**src/rtl/ucbs_pkg.sv**
```systemverilog
package ucbs_pkg;

    localparam int COORD_BITS     = 10;
    localparam int MAX_STEP_SHIFT = 5;
    localparam int RESET_SHIFT    = 5;

    // sample index runs 0..2^k inclusive
    localparam int IDX_W  = MAX_STEP_SHIFT + 1;
    localparam int SHF_W  = 3;
    // weights sum to 6*N^3
    localparam int WT_W   = 3 * MAX_STEP_SHIFT + 3;
    localparam int PROD_W = COORD_BITS + WT_W;
    localparam int ACC_W  = COORD_BITS + WT_W;
    // (acc + 3N^3) >> 3k stays below 6*2^COORD_BITS
    localparam int V_W    = COORD_BITS + 3;
    localparam int Q_W    = COORD_BITS + 1;

    // reciprocal of 6 for the final divide
    localparam int RECIP_S = V_W + 3;
    localparam int RECIP_W = RECIP_S - 2;
    localparam logic [RECIP_W-1:0] RECIP_6 = RECIP_W'((64'd1 << RECIP_S) / 64'd6);

    localparam int APB_AW = 3;
    localparam int APB_DW = 32;
    localparam logic REG_STEP_SHIFT = 1'b0;

    typedef struct packed {
        logic [COORD_BITS-1:0] point_x;
        logic [COORD_BITS-1:0] point_y;
        logic                  new_curve;
    } point_t;

    typedef struct packed {
        logic [COORD_BITS-1:0] curve_x;
        logic [COORD_BITS-1:0] curve_y;
        logic                  last;
    } sample_t;

    typedef struct packed {
        logic             store;
        logic [1:0]       store_idx;
        logic             start;
        logic             issue;
        logic [IDX_W-1:0] idx;
        logic             last;
    } ucbs_cmd_t;

    typedef struct packed {
        logic adv;
        logic busy;
    } ucbs_stat_t;

endpackage

```
**src/rtl/ucbs_datapath.sv**
```systemverilog
module ucbs_datapath (
    input  logic                 aclk,
    input  logic                 aresetn,
    input  ucbs_pkg::point_t     in_data,
    input  logic [2:0]           k_eff,
    input  ucbs_pkg::ucbs_cmd_t  cmd,
    output ucbs_pkg::ucbs_stat_t stat,
    output logic                 m_valid,
    input  logic                 m_ready,
    output ucbs_pkg::sample_t    m_data
);
    import ucbs_pkg::*;

    localparam int SW = WT_W + 3;

    logic [COORD_BITS-1:0] win_x_reg [3];
    logic [COORD_BITS-1:0] win_y_reg [3];
    logic [COORD_BITS-1:0] seg_x_reg [4];
    logic [COORD_BITS-1:0] seg_y_reg [4];

    logic adv;
    logic v1_reg, v2_reg, v3_reg, v4_reg, v5_reg, v6_reg, out_valid_reg;
    logic l1_reg, l2_reg, l3_reg, l4_reg, l5_reg, l6_reg;

    logic [IDX_W-1:0]   i1_reg, i2s_reg;
    logic [2*IDX_W-1:0] sq1_reg, sq2_reg;
    logic [3*IDX_W-1:0] cube2_reg;
    logic [WT_W-1:0]    w_reg [4];
    logic [PROD_W-1:0]  px_reg [4];
    logic [PROD_W-1:0]  py_reg [4];
    logic [V_W-1:0]     vx5_reg, vy5_reg, vx6_reg, vy6_reg;
    logic [Q_W-1:0]     qx6_reg, qy6_reg;
    sample_t            out_reg;

    logic [3:0]    sh2, sh3;
    logic [SW-1:0] t3, ni2, n2i, n3, b0, b1, b2;
    logic [ACC_W-1:0] n3_acc, accx, accy, shx, shy;
    logic [V_W+RECIP_W-1:0] mulx, muly;
    logic [V_W-1:0] rx, ry;
    logic [Q_W-1:0] qx, qy;

    assign adv  = !out_valid_reg || m_ready;
    assign stat = '{adv: adv,
                    busy: v1_reg | v2_reg | v3_reg | v4_reg | v5_reg | v6_reg};

    assign sh2 = {k_eff, 1'b0};
    assign sh3 = {k_eff, 1'b0} + {1'b0, k_eff};

    // point window and the four points of the running segment
    always_ff @(posedge aclk) begin
        if (cmd.store) begin
            win_x_reg[cmd.store_idx] <= in_data.point_x;
            win_y_reg[cmd.store_idx] <= in_data.point_y;
        end else if (cmd.start) begin
            for (int j = 0; j < 3; j++) begin
                seg_x_reg[j] <= win_x_reg[j];
                seg_y_reg[j] <= win_y_reg[j];
            end
            seg_x_reg[3] <= in_data.point_x;
            seg_y_reg[3] <= in_data.point_y;
            win_x_reg[0] <= win_x_reg[1];
            win_x_reg[1] <= win_x_reg[2];
            win_x_reg[2] <= in_data.point_x;
            win_y_reg[0] <= win_y_reg[1];
            win_y_reg[1] <= win_y_reg[2];
            win_y_reg[2] <= in_data.point_y;
        end
    end

    // stage valids
    always_ff @(posedge aclk) begin
        if (!aresetn) begin
            v1_reg        <= 1'b0;
            v2_reg        <= 1'b0;
            v3_reg        <= 1'b0;
            v4_reg        <= 1'b0;
            v5_reg        <= 1'b0;
            v6_reg        <= 1'b0;
            out_valid_reg <= 1'b0;
        end else if (adv) begin
            v1_reg        <= cmd.issue;
            v2_reg        <= v1_reg;
            v3_reg        <= v2_reg;
            v4_reg        <= v3_reg;
            v5_reg        <= v4_reg;
            v6_reg        <= v5_reg;
            out_valid_reg <= v6_reg;
        end
    end

    // weights: b3 = i^3, b1/b2 from the basis, b0 from the partition of unity
    always_comb begin
        t3  = SW'(cube2_reg);
        ni2 = SW'(sq2_reg) << k_eff;
        n2i = SW'(i2s_reg) << sh2;
        n3  = SW'(1) << sh3;
        b1  = SW'(3) * t3 - SW'(6) * ni2 + SW'(4) * n3;
        b2  = n3 + SW'(3) * n2i + SW'(3) * ni2 - SW'(3) * t3;
        b0  = SW'(6) * n3 - b1 - b2 - t3;
    end

    always_comb begin
        n3_acc = ACC_W'(1) << sh3;
        accx = px_reg[0] + px_reg[1] + px_reg[2] + px_reg[3] + SW'(3) * n3_acc;
        accy = py_reg[0] + py_reg[1] + py_reg[2] + py_reg[3] + SW'(3) * n3_acc;
        shx  = accx >> sh3;
        shy  = accy >> sh3;
        mulx = (V_W+RECIP_W)'(vx5_reg) * (V_W+RECIP_W)'(RECIP_6);
        muly = (V_W+RECIP_W)'(vy5_reg) * (V_W+RECIP_W)'(RECIP_6);
        // quotient estimate is at most one low
        rx   = vx6_reg - V_W'(qx6_reg) * V_W'(6);
        ry   = vy6_reg - V_W'(qy6_reg) * V_W'(6);
        qx   = (rx >= V_W'(6)) ? qx6_reg + Q_W'(1) : qx6_reg;
        qy   = (ry >= V_W'(6)) ? qy6_reg + Q_W'(1) : qy6_reg;
    end

    always_ff @(posedge aclk) begin
        if (adv) begin
            i1_reg    <= cmd.idx;
            sq1_reg   <= (2*IDX_W)'(cmd.idx) * (2*IDX_W)'(cmd.idx);
            l1_reg    <= cmd.last;

            i2s_reg   <= i1_reg;
            sq2_reg   <= sq1_reg;
            cube2_reg <= (3*IDX_W)'(sq1_reg) * (3*IDX_W)'(i1_reg);
            l2_reg    <= l1_reg;

            w_reg[0]  <= WT_W'(b0);
            w_reg[1]  <= WT_W'(b1);
            w_reg[2]  <= WT_W'(b2);
            w_reg[3]  <= WT_W'(t3);
            l3_reg    <= l2_reg;

            for (int j = 0; j < 4; j++) begin
                px_reg[j] <= PROD_W'(seg_x_reg[j]) * PROD_W'(w_reg[j]);
                py_reg[j] <= PROD_W'(seg_y_reg[j]) * PROD_W'(w_reg[j]);
            end
            l4_reg    <= l3_reg;

            vx5_reg   <= V_W'(shx);
            vy5_reg   <= V_W'(shy);
            l5_reg    <= l4_reg;

            vx6_reg   <= vx5_reg;
            vy6_reg   <= vy5_reg;
            qx6_reg   <= Q_W'(mulx >> RECIP_S);
            qy6_reg   <= Q_W'(muly >> RECIP_S);
            l6_reg    <= l5_reg;

            out_reg.curve_x <= qx[COORD_BITS-1:0];
            out_reg.curve_y <= qy[COORD_BITS-1:0];
            out_reg.last    <= l6_reg;
        end
    end

    assign m_valid = out_valid_reg;
    assign m_data  = out_reg;

endmodule

```
**src/rtl/ucbs_ctrl.sv**
```systemverilog
module ucbs_ctrl (
    input  logic                 aclk,
    input  logic                 aresetn,
    input  logic                 s_valid,
    output logic                 s_ready,
    input  logic                 new_curve,
    input  logic [2:0]           k_eff,
    input  ucbs_pkg::ucbs_stat_t stat,
    output ucbs_pkg::ucbs_cmd_t  cmd
);
    import ucbs_pkg::*;

    typedef enum logic [2:0] {
        ST_IDLE  = 3'b001,
        ST_RUN   = 3'b010,
        ST_DRAIN = 3'b100
    } state_t;

    state_t           state_reg, state_next;
    logic [1:0]       held_reg, held_next, held_eff;
    logic [IDX_W-1:0] idx_reg, idx_next, n_last;
    logic             accept;

    assign n_last  = IDX_W'(1) << k_eff;
    assign s_ready = (state_reg == ST_IDLE);
    assign accept  = s_valid && s_ready;
    assign held_eff = new_curve ? 2'd0 : held_reg;

    always_comb begin
        state_next    = state_reg;
        held_next     = held_reg;
        idx_next      = idx_reg;
        cmd           = '0;
        cmd.store_idx = held_eff;
        cmd.idx       = idx_reg;
        cmd.last      = (idx_reg == n_last);
        case (state_reg)
            ST_IDLE: begin
                if (accept) begin
                    if (held_eff != 2'd3) begin
                        cmd.store = 1'b1;
                        held_next = held_eff + 2'd1;
                    end else begin
                        cmd.start  = 1'b1;
                        held_next  = held_eff;
                        idx_next   = '0;
                        state_next = ST_RUN;
                    end
                end
            end
            ST_RUN: begin
                if (stat.adv) begin
                    cmd.issue = 1'b1;
                    if (idx_reg == n_last) begin
                        state_next = ST_DRAIN;
                    end else begin
                        idx_next = idx_reg + IDX_W'(1);
                    end
                end
            end
            ST_DRAIN: begin
                // segment points stay put until the last sample is past the products
                if (!stat.busy) begin
                    state_next = ST_IDLE;
                end
            end
            default: begin
                state_next = ST_IDLE;
            end
        endcase
    end

    always_ff @(posedge aclk) begin
        if (!aresetn) begin
            state_reg <= ST_IDLE;
            held_reg  <= 2'd0;
            idx_reg   <= '0;
        end else begin
            state_reg <= state_next;
            held_reg  <= held_next;
            idx_reg   <= idx_next;
        end
    end

endmodule

```
**src/rtl/uniform_cubic_bspline_evaluator_core.sv**
```systemverilog
// Uniform cubic B-spline evaluator. Control points arrive one word at a time; the
// first three of a curve (or after new_curve) only fill the window. Every further
// point emits one segment of 2^k+1 samples, k being step_shift clamped to 1..5,
// with last set on the final sample. Samples are issued into a seven-stage
// arithmetic pipeline at one per cycle while the output is not stalled. No new
// point is taken until the segment has been issued and has drained from the
// pipeline stages ahead of the output register.
// step_shift lives at address 0 of the APB port and must only be written while the
// block is idle.
module uniform_cubic_bspline_evaluator_core (
    input  logic                          aclk,
    input  logic                          aresetn,
    input  logic                          s_valid,
    output logic                          s_ready,
    input  ucbs_pkg::point_t              s_data,
    output logic                          m_valid,
    input  logic                          m_ready,
    output ucbs_pkg::sample_t             m_data,
    input  logic                          psel,
    input  logic                          penable,
    input  logic                          pwrite,
    input  logic [ucbs_pkg::APB_AW-1:0]   paddr,
    input  logic [ucbs_pkg::APB_DW-1:0]   pwdata,
    output logic [ucbs_pkg::APB_DW-1:0]   prdata,
    output logic                          pready
);
    import ucbs_pkg::*;

    logic [SHF_W-1:0] step_shift_reg;
    logic [2:0]       k_eff;
    ucbs_cmd_t        cmd;
    ucbs_stat_t       stat;

    assign pready = 1'b1;

    always_ff @(posedge aclk) begin
        if (!aresetn) begin
            step_shift_reg <= SHF_W'(RESET_SHIFT);
        end else if (psel && penable && pwrite && paddr[2] == REG_STEP_SHIFT) begin
            step_shift_reg <= pwdata[SHF_W-1:0];
        end
    end

    assign prdata = (paddr[2] == REG_STEP_SHIFT) ? APB_DW'(step_shift_reg) : '0;

    always_comb begin
        if (step_shift_reg < SHF_W'(1)) begin
            k_eff = 3'd1;
        end else if (step_shift_reg > SHF_W'(MAX_STEP_SHIFT)) begin
            k_eff = 3'(MAX_STEP_SHIFT);
        end else begin
            k_eff = step_shift_reg;
        end
    end

    ucbs_ctrl u_ctrl (
        .aclk      (aclk),
        .aresetn   (aresetn),
        .s_valid   (s_valid),
        .s_ready   (s_ready),
        .new_curve (s_data.new_curve),
        .k_eff     (k_eff),
        .stat      (stat),
        .cmd       (cmd)
    );

    ucbs_datapath u_datapath (
        .aclk    (aclk),
        .aresetn (aresetn),
        .in_data (s_data),
        .k_eff   (k_eff),
        .cmd     (cmd),
        .stat    (stat),
        .m_valid (m_valid),
        .m_ready (m_ready),
        .m_data  (m_data)
    );

endmodule

```
**config.mk**
```make
export PLATFORM = sky130hd
export DESIGN_NAME = uniform_cubic_bspline_evaluator_core
export DESIGN_NICKNAME = d
export VERILOG_FILES = /design/src/rtl/ucbs_pkg.sv /design/src/rtl/ucbs_datapath.sv /design/src/rtl/ucbs_ctrl.sv /design/src/rtl/uniform_cubic_bspline_evaluator_core.sv
export SDC_FILE = /design/constraint.sdc
export NUM_CORES = 2
export LEC_CHECK = 0
export ABC_AREA = 1
export BUFFER_PORTS_ARGS = -buffer_cell sky130_fd_sc_hd__buf_4
export CORE_MARGIN = 4
export CORE_UTILIZATION = 60
export DETAILED_ROUTE_END_ITERATION = 16
export PLACE_DENSITY = 0.75
export SLEW_MARGIN = 10
export SYNTH_ARGS = -nofsm -noshare
export SYNTH_HDL_FRONTEND = slang
export SYNTH_SLANG_ARGS = --single-unit
```
**constraint.sdc**
```tcl
create_clock -name aclk -period 17.5 [get_ports aclk]
set_input_delay 3.5 -clock aclk [delete_from_list [all_inputs] [get_ports aclk]]
set_output_delay 3.5 -clock aclk [all_outputs]
set_load 0.01 [all_outputs]
```
Word-level counts from Yosys, hierarchy flattened
Memories as Yosys holds them, arrays and structs flattened.
Index checks and enable logic that the tools add are counted.
{ "totals": {"ff_bits": 176, "mem_bits_rw": 436, "input_bits": 63, "out_inout_bits": 56, "wordCells": 159, "memories": 7} }
{ "mem_list": {"columns": ["name", "depth", "width", "read_ports", "rd_clocked_by_memory_dff", "write_ports", "line", "rtl"], "rows": [
  ["u_datapath.px_reg", 4, 28, 4, 0, 4, "ucbs_datapath.sv:29", "logic [PROD_W-1:0] px_reg [4];"],
  ["u_datapath.py_reg", 4, 28, 4, 0, 4, "ucbs_datapath.sv:30", "logic [PROD_W-1:0] py_reg [4];"],
  ["u_datapath.w_reg", 4, 18, 4, 0, 4, "ucbs_datapath.sv:28", "logic [WT_W-1:0] w_reg [4];"],
  ["u_datapath.seg_x_reg", 4, 10, 4, 0, 4, "ucbs_datapath.sv:18", "logic [COORD_BITS-1:0] seg_x_reg [4];"],
  ["u_datapath.seg_y_reg", 4, 10, 4, 0, 4, "ucbs_datapath.sv:19", "logic [COORD_BITS-1:0] seg_y_reg [4];"],
  ["u_datapath.win_x_reg", 3, 10, 3, 0, 3, "ucbs_datapath.sv:16", "logic [COORD_BITS-1:0] win_x_reg [3];"],
  ["1 more memories", null, null, null, null, null, null, null]
]} }
{ "op_classes": {"n_addsub": 23, "mul": 20, "order_cmp": 4, "n_eq_ne": 11, "shift": 7, "muxes": 38, "bitwise_logic": 6, "n_reduce_logical": 12} }
{ "ops": {"columns": ["operator", "n"], "rows": [
  ["adder 28 bit", 8],
  ["multiplier 10 x 18 -> 28 bit", 8],
  ["subtractor 18 bit", 5],
  ["right shift 28 x 4 -> 13 bit", 2],
  ["adder 18 bit", 3],
  ["multiplier 13 x 13 -> 26 bit, second input constant", 2],
  ["multiplier 2 x 21 -> 17 bit, first input constant", 2],
  ["multiplier 2 x 21 -> 18 bit, first input constant", 2],
  ["2-to-1 mux 10 bit", 4],
  ["multiplier 2 x 28 -> 28 bit, first input constant", 1],
  ["<< shifter 1 x 4 -> 28 bit, first input constant", 1],
  [">= comparator 13 x 3 -> 1 bit, second input constant", 2],
  ["subtractor 13 bit", 2],
  ["multiplier 11 x 2 -> 12 bit, second input constant", 2],
  ["2-to-1 mux 3 bit", 8],
  ["2-to-1 mux 6 bit", 4],
  ["<< shifter 1 x 4 -> 21 bit, first input constant", 1],
  ["<< shifter 12 x 3 -> 21 bit", 1],
  ["<< shifter 6 x 4 -> 21 bit", 1],
  ["adder 10 x 1 -> 10 bit, second input constant", 2],
  ["OR reduction 10 bit", 2],
  ["multiplier 12 x 6 -> 18 bit", 1],
  ["multiplier 2 x 18 -> 18 bit, first input constant", 1],
  ["2-to-1 mux 1 bit", 16],
  ["24 further kinds", 40]
]} }

Depth between registers and ports, before layout
{ "logic_depth": {"ltp_word": 10, "ltp_mapped": 45, "ltp_nobuf": 43} }

Hierarchy
Synthesis repeated with hierarchy kept, for this count alone.
{ "hier_totals": {"hier_cells": 10969, "area_unflattened_um2": 92422.4} }
{ "modules_own_cells": {"columns": ["module", "instances", "cells_per_inst", "area_each_um2", "seq_area_each_um2"], "rows": [
  ["ucbs_datapath", 1, 10770, 91178.7, 17646.9],
  ["ucbs_ctrl", 1, 135, 825.8, 220.2],
  ["uniform_cubic_bspline_evaluator_core", 1, 64, 417.9, 60.1]
]} }

Worst setup path after synthesis
OpenSTA, ideal clock, no wires.
{ "synth_path": {"path_type": "input -> register", "startpoint": "in m_ready", "endpoint": "reg u_datapath.cube2_reg[0], enable pin", "setup_ps": 3577, "t_arrival_ps": 11949, "required_ps": 13923, "setup_slack_ps": 1974, "cell_stages": 2, "path_buffers": 0, "cell_sequence": "nor2_1 -> clkinv_1"} }
{ "synth_between": {"elab_chain_cells": 1} }
{ "synth_lines": {"columns": ["element", "line", "rtl"], "rows": [
  ["start, declared", "uniform_cubic_bspline_evaluator_core.sv:17", "input logic m_ready,"],
  ["logical OR 1 bit", "ucbs_datapath.sv:42", "assign adv = !out_valid_reg || m_ready;"],
  ["named net u_datapath.adv", "ucbs_datapath.sv:21", "logic adv;"],
  ["end signal, assigned", "ucbs_datapath.sv:125", "cube2_reg <= (3*IDX_W)'(sq1_reg) * (3*IDX_W)'(i1_reg);"],
  ["end, declared", "ucbs_datapath.sv:27", "logic [3*IDX_W-1:0] cube2_reg;"]
]} }
The timed path passes the listed nets, and every way through them passes these cells.
A chain may end at the register's enable or synchronous reset.

==> flow_metrics.env <==
export IMPL_row_count=142
export IMPL_async_flop_share_pct=0
export IMPL_cts_sinks=604
export IMPL_wl_per_cell_um=19.83
export IMPL_start_util_pct=60.47
export IMPL_synth_cells=10590
export IMPL_vias=69590
export IMPL_overflow=0
export IMPL_io_buffer_count=57
export IMPL_synth_top_area_share_pct=30.42
export IMPL_tightest_slew_ns=1.246
export IMPL_place_congestion=0.9937
export IMPL_dp_hpwl_mm=201.0
export IMPL_slew_violations=0
export IMPL_skew_ns=0.04779
export IMPL_clockBufferDepth=3
export IMPL_gr_usage_all_layers_pct=32.31
export IMPL_nets=12770
export IMPL_cts_root_buffer="clkbuf_16"
export IMPL_antenna_found_initial=13
export IMPL_crit_path_max_fanout=39
export IMPL_status="finished clean"
export IMPL_ys_warn_count=0
export IMPL_slowest_stage="inv_1"
export IMPL_grt_pass1_vias=71980
export IMPL_crit_type="register to register"
export IMPL_yosysSeqAreaShare_pct=19.77
export IMPL_cts_buffers=74
export IMPL_cap_violations=0
export IMPL_rsz0062_at_grt="false"
export IMPL_period_needed_ns=10.90
export IMPL_tritoncts="yes"
export IMPL_setup_tns_ns=0
export IMPL_routed_via_density=5.567
export IMPL_endpoint_kind="register"
export IMPL_required_ns=17.97
export IMPL_io_pins=119
export IMPL_synthesis_area_um2=90680
export IMPL_ys_flop_type="edfxtp_1"
export IMPL_cts_resized=0
export IMPL_synth_top_area_cell="fa_1"
export IMPL_hold_buffers=0
export IMPL_fmax_ghz=0.09175
export IMPL_area_growth_pct=4.967
export IMPL_setup_violations=0
export IMPL_final_hold_violation_count=0
export IMPL_yosys_cell_types_count=59
export IMPL_first_pass_iters=7
export IMPL_slowest_delay_ns=0.56
export IMPL_start_kind="register"
export IMPL_cp_common_cell="inv_1"
export IMPL_insertion_delay_ns=0.71
export IMPL_critical_path_arrival_ns=11.37
export IMPL_post_cts_setup_buffer_count=0
export IMPL_drive_above_1_share_pct=2.910
export IMPL_die_h_um=396.8
export IMPL_core_um2=150000
export IMPL_cts_htree_levels=3
export IMPL_path_clk_slew_ns=0.06
export IMPL_grt_max_degree=155
export IMPL_postRouteWirelength_mm=247.9
export IMPL_fin_crit_sh_pct=62.28
export IMPL_drt_iter0_drc=6508
export IMPL_syn_mean_instance_area_um2=8.562
export IMPL_holdCritPathClass="register to register"
export IMPL_ys_seq_elements=604
export IMPL_die_w_um=396.8
export IMPL_ant_nets=0
export IMPL_grt_pass1_wl_mm=394.3
export IMPL_synthTopCellsByArea="fa_1 30%, edfxtp_1 19%, ha_1 12%, inv_1 11%, nand2_1 10%"
export IMPL_synth_edff_count=583
export IMPL_relSlewSlack_pct=16.93
export IMPL_drc=0
export IMPL_die_area_um2=157400
==> placed cells by master (no fill, tap or decap), types with 20 or more instances in the layout <==
cell type  netlist  final
o21ai_0        244    243
nand3b_1        20     20
ha_1           901    901
fa_1          1378   1378
nand2_1       2509   2509
xnor2_1        132    132
nor2_1         267    265
edfxtp_1       583    583
a21oi_1        448    447
o21bai_1        36     36
a31oi_1         41     41
o21ai_1         25     26
nand4_1         50     50
xor2_1         299    298
dfxtp_1         21     21
a21o_1          23     23
nor3_1          47     44
buf_4           30    126
conb_1           2     40
inv_1         2603   2601
o211ai_1        23     23
nand3_1        346    346
clkbuf_16        0     74
nor4_1          23     23
==> layout make-up <==
cell class                 count  area, um^2
multi-input combinational   7001       61450
sequential                   604       17930
fill                       12570       54770
inverter                    2615        9823
tap                         2016        2522
antenna                        4       10.01
timing repair buffer         127       965.9
clock inverter                54       610.6
clock buffer                  80        1874
==> per-stage QoR <==
stage | hold WS, ns | cell area, um^2 | instances | utilization (%) | setup slack, ns
2_1_floorplan | 0.4003 | 90820 | 10630 | - | 1.974
6_report | 0.4157 | 95180 | 12500 | 63.47 | 6.601
4_1_cts | 0.4139 | 95170 | 12500 | 63.47 | 6.956
5_1_grt | 0.4195 | 95170 | 12500 | 63.47 | 6.228
3_5_place_dp | 0.4045 | 92690 | 12360 | 61.81 | 7.009
3_3_place_gp | 0.4014 | 92690 | 12360 | 61.81 | 6.959
==> kinds of logic after synthesis <==
kind of cell    Yosys count  synth area share, %
fa+ha+maj              2279                42.85
other cells               2             0.008282
buf+inv                3024                12.66
simple gates           3291                14.57
compound gates          959                5.962
flops                   604                19.77
xor+xnor                431                4.163
mux                       1              0.01104
==> critical path: cells and delay by family, from the launching register on <==
kind	cells	cell delay [ns]
AO/OA/AOI/OAI	3	0.54
XOR/XNOR	2	0.37
adder cells (fa/ha/maj)	8	3.44
buffers and inverters	15	3.46
flip-flops	1	0.45
AND/OR/NAND/NOR	11	2.29
==> path summary, 6_finish.rpt <==
kind                                                      startpoint                                    to  slack [ns]  cells past startpoint
worst max-delay path                  step_shift_reg[2]$_SDFFE_PN1P_     u_datapath.w_reg[0][17]$_DFFE_PP_        6.60                     39
worst min-delay path            u_datapath.win_x_reg[0][2]$_DFFE_PP_  u_datapath.seg_x_reg[0][2]$_DFFE_PP_        0.42                      0
worst max register to register        step_shift_reg[2]$_SDFFE_PN1P_     u_datapath.w_reg[0][17]$_DFFE_PP_        6.60                     39
worst min register to register  u_datapath.win_x_reg[0][2]$_DFFE_PP_  u_datapath.seg_x_reg[0][2]$_DFFE_PP_        0.42                      0
==> cell usage after synthesis, types with 25 or more instances <==
cell      instances
o21ai_1          25
nand2_1        2509
nand4_1          50
fa_1           1378
xor2_1          299
o21bai_1         36
inv_1          2603
buf_1            37
nor2_1          267
ha_1            901
clkbuf_1        328
a31oi_1          41
buf_4            30
edfxtp_1        583
nand3_1         346
a21oi_1         448
nor3_1           47
o21ai_0         244
xnor2_1         132
==> routing by layer <==
metal	up-vias	wire (um)	share of wire (%)	track usage, %
li1	31820	-	-	-
met2	3086	112200	45	51.44
met4	0	13050	5.3	13.85
met1	34150	99990	40	44.24
met5	-	0	0	0
met3	535	22740	9.2	5.180
Power is not shown: default switching activity piles up to over one toggle a cycle in this logic, so the estimate is an artifact.
